[src/rtl/core/npc_ram.sv]
// generic single-write, single-read memory with registered read data
`default_nettype none
module npc_ram #(
  parameter int WIDTH = 8,
  parameter int DEPTH = 16
) (
  input  wire logic                     clk,
  input  wire logic                     we,
  input  wire logic [$clog2(DEPTH)-1:0] waddr,
  input  wire logic [WIDTH-1:0]         wdata,
  input  wire logic [$clog2(DEPTH)-1:0] raddr,
  output logic      [WIDTH-1:0]         rdata_r
);

  logic [WIDTH-1:0] mem [DEPTH];

  always_ff @(posedge clk) begin
    if (we) begin
      mem[waddr] <= wdata;
    end
    rdata_r <= mem[raddr];
  end

endmodule
`default_nettype wire

[config.mk]
export PLATFORM = sky130hd
export DESIGN_NAME = npc_ram
export DESIGN_NICKNAME = d
export VERILOG_FILES = /design/src/rtl/core/npc_ram.sv
export SDC_FILE = /design/constraint.sdc
export NUM_CORES = 1
export LEC_CHECK = 0
export BUFFER_PORTS_ARGS = -buffer_cell sky130_fd_sc_hd__buf_2
export CORE_MARGIN = 4
export CORE_UTILIZATION = 27
export CTS_CLUSTER_SIZE = 28
export DETAILED_ROUTE_END_ITERATION = 8
export REMOVE_ABC_BUFFERS = 1
export SKIP_LAST_GASP = 1
export SLEW_MARGIN = 40
export SYNTH_ARGS = -nofsm -noshare
export SYNTH_HDL_FRONTEND = slang
export SYNTH_SLANG_ARGS = --single-unit
[constraint.sdc]
create_clock -name clk -period 1.7 [get_ports clk]
set_input_delay 0.085 -clock clk [delete_from_list [all_inputs] [get_ports clk]]
set_output_delay 0.085 -clock clk [all_outputs]
set_load 0.02 [all_outputs]
# [Word-level counts from Yosys, hierarchy flattened]
# Memories as Yosys holds them, arrays and structs flattened. A register that Yosys moved wholly into a read port is not among the register bits.
# Index checks and enable logic that the tools add are counted.
[op_classes] n_mux=2
[ops] op="$mux W1" n=2
[word_totals] n_memories=1 output_inout_bits=8 in_bits=18 elab_cells=3 ramBits=128 ff_bits=0
[mem_list] name="mem" depth=16 word_bits=8 rd=1 rd_ports_with_merged_regs=1 write_ports=1 line="15" rtl="logic [WIDTH-1:0] mem [DEPTH];"

# [Logic depth before layout (Yosys ltp)]
[logic_depth] depth_word=2 ltp_mapped=5 ltp_nobuf=3

# [Worst setup path before layout]
# OpenSTA, ideal clock, no wires.
[synth_timing] path_type="input-to-reg" startpoint="in waddr[2]" endpoint="mem mem[0][0] (enable)" required_time_ns=1.317 t_arrival_ns=1.195 slack_ns=0.122 path_buffers=0 path_stages=2 setup_time_ns=0.383 cell_sequence="or3b_2 > nor3_1"
[synth_rtl] element="start, declared" line="9" rtl="input wire logic [$clog2(DEPTH)-1:0] waddr,"
[synth_rtl] element="end, declared" line="15"
# Straight into the memory's write port.

==> results.toml <==
[synth]
synth_xor_area_share_pct = 0
yosys.area_share.simple_pct = 3.18
yosysWarningCount = 0
ys_seq_area_share_pct = 77.8
ys_seq_elements = 136
async_flop_share_pct = 0
synth_cell_types = 19
synth_edf_count = 128
synth_most_common_cell = "edfxtp_1"
syn_area_sq_um = 5150
synth_area_leaders = "edfxtp_1, mux4_2, mux4_1"
synth_ff_type = "edfxtp_1"
synth_top_family_by_area = "multiplexers"
synthAdderAreaFrac_pct = 0
synth-compound-area-share_pct = 2.33
synth_area_leader_cell = "edfxtp_1"
netlist.area_leader.share_pct = 74.7
syn_avg_cell_area_sq_um = 22.5
synth_common_cells = "edfxtp_1, mux4_2, a22oi_1, mux4_1, nor2_1"
muxShareOfSynthArea_pct = 15.0
synth_cells = 229

[routing]
drc = 0
totalWireLength_um = 10000
ant_nets = 0
drt_iter0_markers = 172
vias_per_cell = 4.60
dr.pass1.iters = 4
vias = 2441
avgRoutedWirePerCell_um = 18.8

[layout]
layout-drive-gt1-share_pct = 32.3
area_growth_pct = 23.2
stdcell_count = 531
nNetsFinal = 302
diodes = 0

[worst_setup_path]
crit_type = "register to register"
critPathTopFamily = "multiplexers"
startpoint = "mem[8][4]"
cp_slowest_cell = "mux4_1"
worst-path-max-fanout = 1
cp_data_required_time_ps = 1980
r2r-end = "rdata_r[4]"
timing.rr.start = "mem[8][4]"
crit_chain = "mux4_1, a22oi_1, nand2_1"
worst-path-buf-inv = 0
ff2ff_setup_slack_ps = 390
cp-end-kind = "register"
rr_worst_depth = 3
cp-endpoint = "rdata_r[4]"
slowest_delay_ps = 490
cp.depth = 3
crit_arrival_ps = 1590
startpoint_type = "register"

[clock_tree]
root_buffer = "clkbuf_16"
numClockSinks = 136
cts_buffers = 17
insertion_delay_ps = 410
path_clk_slew_ps = 60
htreeDepth = 4
cts_tree = "done"
postCtsSetupBuffers = 0
cts_hold_buf = 0
ctsResizeCount = 0
cts.path.max_buffers = 2

[sta]
clock-skew-final_ps = 9.55
fin_hold_ws_ps = 62.1
fmax_mhz = 764
fin_tns_setup_ps = 0
layout_setup_ws_ps = 391
worst_pin_slew_ps = 379
setup_viol = 0
rsz0062_at_grt = "no"
slew_viol_final = 0
relSlewSlack_pct = 74.7
fin_crit_ps = 1310
finalHoldViolations = 0
fin_crit_sh_pct = 77.0

[global_routing]
grt_pass1_wl_um = 15600
grt_overflow = 0
grt_max_degree = 33
grt_pass1_vias = 2549
track_usage_pct = 9.98
antenna_found_initial = 0

[placement]
dpl_worst_slack_ps = 209
dpl.hpwl_um = 6410
gp_congestion = 0.708
dp_cells = 499
io_buffers = 25

[floorplanning]
fp.coreArea_sq_um = 18700
pin_count = 26
row_count = 50
die-height_um = 146
dieArea_sq_um = 21300
fp.dieW_um = 146
start_util_pct = 27.5

[power]
p_sw_share_pct = 18.4
ir_worst_vdd_mv = 0.602
p_per_area_nw_per_um2 = 1290
p_comb_share_pct = 4.6
leakage_nw = 2.13
pwr-share-clk_pct = 49.4
p_int_mw = 6.68
p_sw_mw = 1.51
seqPwrFrac_pct = 46.0

[flow_run]
drv_cap = 0

[run_status]
status = "finished clean"

[worst_hold_path]
hp-class = "primary input to register"
layer usage:
layer / up-vias / wire (um) / track usage, % / share of wire (%)
met5: - / 0 / 0 / 0
met4: 0 / 125 / 3.39 / 1.2
met3: 10 / 546 / 3.88 / 5.5
met2: 68 / 4610 / 14.2 / 46
met1: 1282 / 4730 / 14.0 / 47
li1: 1081 / - / - / -
through the flow:
step / area (sq um) / util (%) / total power, mW
2_1_floorplan: 5060 / - / 4.01
3_3_place_gp: 5670 / 30.3 / 4.22
3_5_place_dp: 5670 / 30.3 / 4.23
4_1_cts: 6340 / 33.9 / 8.28
5_1_grt: 6340 / 33.9 / 8.47
6_report: 6340 / 33.9 / 8.19
cell usage in the layout (no fill, tap or decap), types with 3 or more instances in the layout:
master / synthesis / routed
a22oi_1: 16 / 16
buf_12: 0 / 3
buf_2: 3 / 25
buf_4: 1 / 18
bufinv_16: 0 / 6
clkbuf_16: 0 / 17
clkinv_2: 0 / 3
clkinvlp_4: 0 / 4
dfxtp_1: 8 / 8
edfxtp_1: 128 / 128
mux4_1: 14 / 14
mux4_2: 18 / 18
nand2_1: 9 / 9
nor2_1: 13 / 13
nor3_1: 4 / 4
power groups by stage:
stage                     Combinational, mW  Sequential [mW]  Clock (mW)
final                                 0.376             3.77        4.05
after detailed placement              0.384             3.84           0
after floorplan                       0.150             3.86           0
after global routing                  0.409             3.78        4.28
after global placement                0.379             3.84           0
after CTS                             0.385             3.77        4.12
state kept, by name, summed over array words and instances, names as in the netlist:
name     cells
rdata_r      8
mem        128
cell families after synthesis:
family / after synthesis
multiplexers: 32
AND/OR/NAND/NOR: 35
buffers and inverters: 10
flip-flops: 136
AO/OA/AOI/OAI: 16
worst register-to-register path, delay by kind of cell (launching register included):
| kind | cells | cell delay (ps) |
|---|---|---|
| flops | 1 | 370 |
| simple gates | 1 | 120 |
| compound gates | 1 | 210 |
| mux | 1 | 490 |
layout make-up:
type	count	area, sq um
clock buffer	19	443
clock inverter	13	225
fill	1713	12400
multi-input combinational	83	1060
sequential	136	4000
tap	234	293
timing repair buffer	46	320
worst min path at each step:
stage               startpoint          to  slack, ps  cells after the start
detailed placement    wdata[1]  mem[15][1]        490                      1
global route          wdata[1]  mem[11][1]         60                      1
global placement      wdata[5]  mem[14][5]        470                      1
floorplan             wdata[0]   mem[0][0]        180                      0
CTS                   wdata[6]   mem[7][6]         50                      1
finish                wdata[1]  mem[12][1]         60                      1
Power figures use the tool's default switching activity.
