### config.mk
export PLATFORM = sky130hd
export DESIGN_NAME = npc_dist
export DESIGN_NICKNAME = d
export VERILOG_FILES = /design/src/rtl/core/npc_pkg.sv /design/src/rtl/core/npc_dist.sv
export SDC_FILE = /design/constraint.sdc
export NUM_CORES = 1
export LEC_CHECK = 0
export BUFFER_PORTS_ARGS = -buffer_cell sky130_fd_sc_hd__buf_2
export CAP_MARGIN = 25
export CORE_UTILIZATION = 30
export DETAILED_ROUTE_END_ITERATION = 7
export PLACE_DENSITY = 0.5
export SYNTH_ARGS = -nofsm -noshare
export SYNTH_HDL_FRONTEND = slang
export SYNTH_SLANG_ARGS = --single-unit
### constraint.sdc
create_clock -name vclk -period 9.7
set_input_delay 2.91 -clock vclk [all_inputs]
set_output_delay 2.91 -clock vclk [all_outputs]
set_load 0.1 [all_outputs]
### src/rtl/core/npc_pkg.sv
// constants, types and helpers shared by the nearest palette color search
`default_nettype none
package npc_pkg;

  localparam int PALETTE_DEPTH = 256;
  localparam int IDX_W         = $clog2(PALETTE_DEPTH);
  localparam int CNT_W         = IDX_W + 1;
  localparam int COLOR_W       = 24;
  localparam int CHAN_W        = 8;
  localparam int DIST_W        = 10;
  localparam int COUNT_W       = 9;
  localparam int SLOT_W        = 8;
  localparam int WIDE_W        = (COUNT_W > CNT_W) ? COUNT_W : CNT_W;
  localparam int SLOT_CMP_W    = (SLOT_W > CNT_W) ? SLOT_W : CNT_W;

  localparam logic KIND_WRITE = 1'b0;
  localparam logic KIND_QUERY = 1'b1;

  typedef logic [COLOR_W-1:0] color_t;
  typedef logic [DIST_W-1:0]  dist_t;
  typedef logic [IDX_W-1:0]   idx_t;
  typedef logic [CNT_W-1:0]   cnt_t;

  // number of slots a query walks, clipped to the palette depth
  function automatic cnt_t sat_count(logic [COUNT_W-1:0] c);
    logic [WIDE_W-1:0] cw;
    cw = WIDE_W'(c);
    if (cw > WIDE_W'(PALETTE_DEPTH)) begin
      return CNT_W'(PALETTE_DEPTH);
    end
    return CNT_W'(cw);
  endfunction

  function automatic logic slot_in_range(logic [SLOT_W-1:0] s);
    return SLOT_CMP_W'(s) < SLOT_CMP_W'(PALETTE_DEPTH);
  endfunction

endpackage
`default_nettype wire

### src/rtl/core/npc_dist.sv
// manhattan distance between two packed rgb colors
`default_nettype none
module npc_dist
  import npc_pkg::*;
(
  input  wire color_t a,
  input  wire color_t b,
  output dist_t       distance
);

  logic [CHAN_W-1:0] d_red;
  logic [CHAN_W-1:0] d_green;
  logic [CHAN_W-1:0] d_blue;

  function automatic logic [CHAN_W-1:0] abs_diff(logic [CHAN_W-1:0] x, logic [CHAN_W-1:0] y);
    return (x >= y) ? (x - y) : (y - x);
  endfunction

  assign d_red    = abs_diff(a[23:16], b[23:16]);
  assign d_green  = abs_diff(a[15:8],  b[15:8]);
  assign d_blue   = abs_diff(a[7:0],   b[7:0]);
  assign distance = DIST_W'(d_red) + DIST_W'(d_green) + DIST_W'(d_blue);

endmodule
`default_nettype wire

# Word level (Yosys, flattened, before mapping)
# Index checks and enable logic that the tools add are counted.
[word_totals]
regBits = 0
latch_bits = 0
ramBits = 0
rom_bits = 0
in_bits = 48
output_inout_bits = 10
elab_cells = 14
n_memories = 0
[classes]
n_addsub = 8
mul = 0
n_div = 0
n_lt_le_gt_ge = 3
eq_ne = 0
n_shift = 0
mux = 3
bitwise = 0
n_reduce_logical = 0
[ops]
columns = ["cell", "count"]
rows = [
  ["8-bit subtractor", 6],
  ["8-bit greater-or-equal comparator", 3],
  ["8-bit 2-to-1 mux", 3],
  ["9-bit by 8-bit adder with 10-bit output", 1],
  ["8-bit by 8-bit adder with 9-bit output", 1],
]

# Logic depth before layout (Yosys ltp)
[logic_depth]
ltp_word = 4
ltp_mapped = 21
ltp_nobuf = 20

# Worst setup path after synthesis
# OpenSTA, ideal clock, no wires.
[synth_path]
kind = "in2out"
start = "input port a[16]"
end = "output port distance[7]"
arrival_ns = 7.809
t_required_ns = 6.790
path_slack_ns = -1.019
path_stages = 19
path_buffers = 1
cell_sequence = "inv_1 ha_1 inv_1 fa_1 a21o_1 a21oi_2 nand3_1 a221o_1 buf_6 mux2i_1 xor2_1 fa_1 fa_1 nor2b_1 o21ai_0 a21boi_0 o21a_1 nor2_1 xnor2_1"
[synth_via]
elab_chain_cells = 4
word_cells_on_any_way = 6
cone_classes = "add/sub: 4; order compare: 1; mux: 1"
[synth_rtl]
columns = ["item", "line", "text"]
rows = [
  ["from (decl)", "npc_dist.sv:6", "input wire color_t a,"],
  ["8-bit subtractor / 8-bit greater-or-equal comparator (equally long branches)", "npc_dist.sv:16", "return (x >= y) ? (x - y) : (y - x);"],
  ["8-bit 2-to-1 mux (*)", "npc_dist.sv:16", ""],
  ["8-bit by 8-bit adder with 9-bit output (*)", "npc_dist.sv:22", "assign distance = DIST_W'(d_red) + DIST_W'(d_green) + DIST_W'(d_blue);"],
  ["9-bit by 8-bit adder with 10-bit output (*)", "npc_dist.sv:22", ""],
  ["to (decl)", "npc_dist.sv:8", "output dist_t distance"],
]
# Mark *: on every way between the ends. The rest lies on a longest branch, timed or not.

# Final worst setup path
[layout_path]
start = "input port a[16]"
end = "output port distance[8]"
# Same word-level chain as after synthesis.

==> results.py <==
metrics = {
    "synthesis": {
        "syn_nets": 417,
        "synth_cells": 302,
        "ys_seq_area_frac": 0,
        "ys_types": 31,
        "yosysWarnings": 0,
        "syn_area_sq_mm": 0.00234,
        "avgSynthCellArea_sq_um": 7.76,
    },
    "place": {
        "routabilityCongestion": 0.833,
        "place_inst": 480,
        "hpwl_mm": 4.98,
        "placed_area_sq_mm": 0.00314,
        "io_buffers": 58,
    },
    "worst_setup_path": {
        "end_kind": "output pin",
        "path_buf_inv": 6,
        "crit_type": "input port to output pin",
        "cp_cell_sequence": "buf_8 > inv_4 > ha_4 > inv_2 > fa_2 > a21o_1 > a21oi_2 > nand3_1 > a221o_1 > buf_4 > mux2i_1 > xor2_1 > fa_1 > inv_1 > ha_1 > a21o_1 > a21oi_2 > o21ai_2 > o41ai_4 > xor2_4 > buf_12",
        "cp_top_family": "compound AO/OA/AOI/OAI gates",
        "cpPeakStageDelay_ns": 0.55,
        "cp_data_arrival_time_ns": 6.83,
        "worstPathMaxFanout": 4,
        "slowest_stage": "fa_1",
        "cp_data_required_time_ns": 6.79,
        "cp-start-kind": "input port",
    },
    "finish": {
        "mostFrequentLayoutCells": "70 x inv_1, 50 x ha_1, 49 x buf_2, 34 x buf_4, 27 x a21oi_1",
        "layout.cells.non_filler": 486,
        "final_common_cell": "inv_1",
        "final.clkbuf_count": 0,
        "ff_latch_area_sq_um": 0,
        "drive_above_1_share": 0.320,
        "design.seq.count": 0,
        "antennaDiodeCount": 0,
        "fin_area_sq_mm": 0.00325,
        "nets": 504,
        "syn2layout_area_growth_pct": 38.9,
    },
    "timing": {
        "fin_ws_ns": -0.0383,
        "finalHoldViolCount": 0,
        "period_minus_slack_ns": 9.74,
        "setup_tns_ns": -0.0383,
        "slew_headroom": 0.637,
        "holdWs_ns": 6.79,
        "drv_slew": 0,
        "finalSetupViolations": 1,
        "fmax_mhz": 103,
        "rsz0062_at_grt": "true",
        "worstMarginPinSlew_ns": 0.539,
        "period_share": 1.00,
    },
    "detailed_routing": {
        "route.detailed.wl_per_inst_um": 11.1,
        "ant_nets": 0,
        "vias": 2195,
        "dr.first_iter.drc_count": 39,
        "drtPass1Iterations": 4,
        "wl_mm": 5.42,
        "drc": 0,
        "post_drt_via_cell_ratio": 4.52,
    },
    "min_path": {
        "holdCritPathClass": "input port to output pin",
        "hp-start": "b[16]",
        "whs_path_depth": 5,
        "worst_hold_path.endpoint": "distance[0]",
    },
    "floorplanning": {
        "floorplan.initialDensity": 0.316,
        "core_area_sq_mm": 0.00741,
        "die_x_um": 90.4,
        "die_y_um": 90.4,
        "dieArea_sq_mm": 0.00817,
        "num_io_pins": 58,
        "core.rowCount": 31,
    },
    "grt": {
        "grt_pass1_wl_mm": 9.17,
        "grt.total_usage": 0.130,
        "grt_max_degree": 8,
        "antenna_found_initial": 0,
        "gr-total-overflow": 0,
        "grt_pass1_vias": 2075,
    },
    "job": {
        "cap_violations": 0,
    },
    "run_status": {
        "violations": "negative setup slack",
        "status": "finished, violations left",
    },
}
-- kinds of logic (layout without fill, tap and decap cells) --
logic type	Yosys count	in the layout	share of synthesized area
and+or+nand+nor	35	35	0.0705
xor gates and xnor gates	23	23	0.0860
muxes	21	21	0.0897
adders and majority gates	67	67	0.406
buffers and inverters	80	165	0.136
AOI/OAI and AO/OA	76	76	0.212
-- synth_stat cells --
| cell type | n | area (sq um) |
|---|---|---|
| and4_1 | 1 | 8.76 |
| a31oi_1 | 2 | 12.5 |
| a211oi_1 | 1 | 7.51 |
| a221o_1 | 1 | 10.0 |
| nor3_1 | 2 | 10.0 |
| o41ai_1 | 1 | 8.76 |
| o21bai_1 | 4 | 30.0 |
| and3_1 | 2 | 12.5 |
| a21boi_0 | 1 | 7.51 |
| ha_1 | 52 | 651 |
| o21a_1 | 1 | 7.51 |
| a21oi_1 | 29 | 145 |
| nor2_1 | 8 | 30.0 |
| nand2_1 | 12 | 45.0 |
| nand4_1 | 3 | 18.8 |
| and2_1 | 2 | 12.5 |
| o21ai_0 | 14 | 70.1 |
| a221oi_1 | 3 | 26.3 |
| buf_2 | 2 | 10.0 |
| fa_1 | 15 | 300 |
| xnor2_1 | 17 | 149 |
| inv_1 | 73 | 274 |
| a211oi_4 | 2 | 40.0 |
| a21o_1 | 13 | 97.6 |
| clkbuf_1 | 3 | 11.3 |
| nand3_1 | 3 | 15.0 |
| nor2b_1 | 2 | 12.5 |
| buf_6 | 2 | 22.5 |
| xor2_1 | 6 | 52.6 |
| mux2i_1 | 21 | 210 |
| a21oi_2 | 4 | 35.0 |
-- cell type report --
class / instances / area, sq um
fill: 767 / 4150
multi-input combinational: 222 / 2180
timing repair buffer: 92 / 676
inverter: 73 / 277
tap: 99 / 124
-- what timing repair did --
action / CTS / global route
pin swaps: 11 / 7
gates resized for setup: 11 / 11
setup buffers: 3 / 4
hold buffers: 0 / 0
endpoints found under the setup margin: 3 / 5
-- metrics by stage --
| step | worst slack (ns) | utilization |
|---|---|---|
| after floorplan | -0.274 | - |
| after global placement | -0.0554 | 0.424 |
| after detailed placement | -0.149 | 0.424 |
| after CTS | -0.0158 | 0.429 |
| after global routing | -0.234 | 0.439 |
| final | -0.0383 | 0.439 |
-- how the worst max path moves through the flow --
stage	start	end	slack (ns)	cells past startpoint
after floorplan	a[16]	distance[7]	-0.27	19
after detailed placement	a[16]	distance[8]	-0.15	20
after global routing	a[16]	distance[8]	-0.23	21
final	a[16]	distance[8]	-0.04	21
after global placement	a[16]	distance[8]	-0.06	20
after CTS	a[16]	distance[7]	-0.02	21
-- tightest hold or removal path: stages --
cell   delay (ns)
buf_2        0.11
ha_4         0.20
inv_1        0.06
fa_1         0.18
buf_2        0.43
-- metal layers --
layer	track usage	vias to the layer above	wire length (um)
li1	-	1157	-
met1	0.181	993	2660
met2	0.237	45	2580
met3	0.00337	0	172
met4	0	0	0
met5	0	-	0
Power is not shown: default switching activity piles up to over one toggle a cycle in this logic, so the estimate is an artifact.
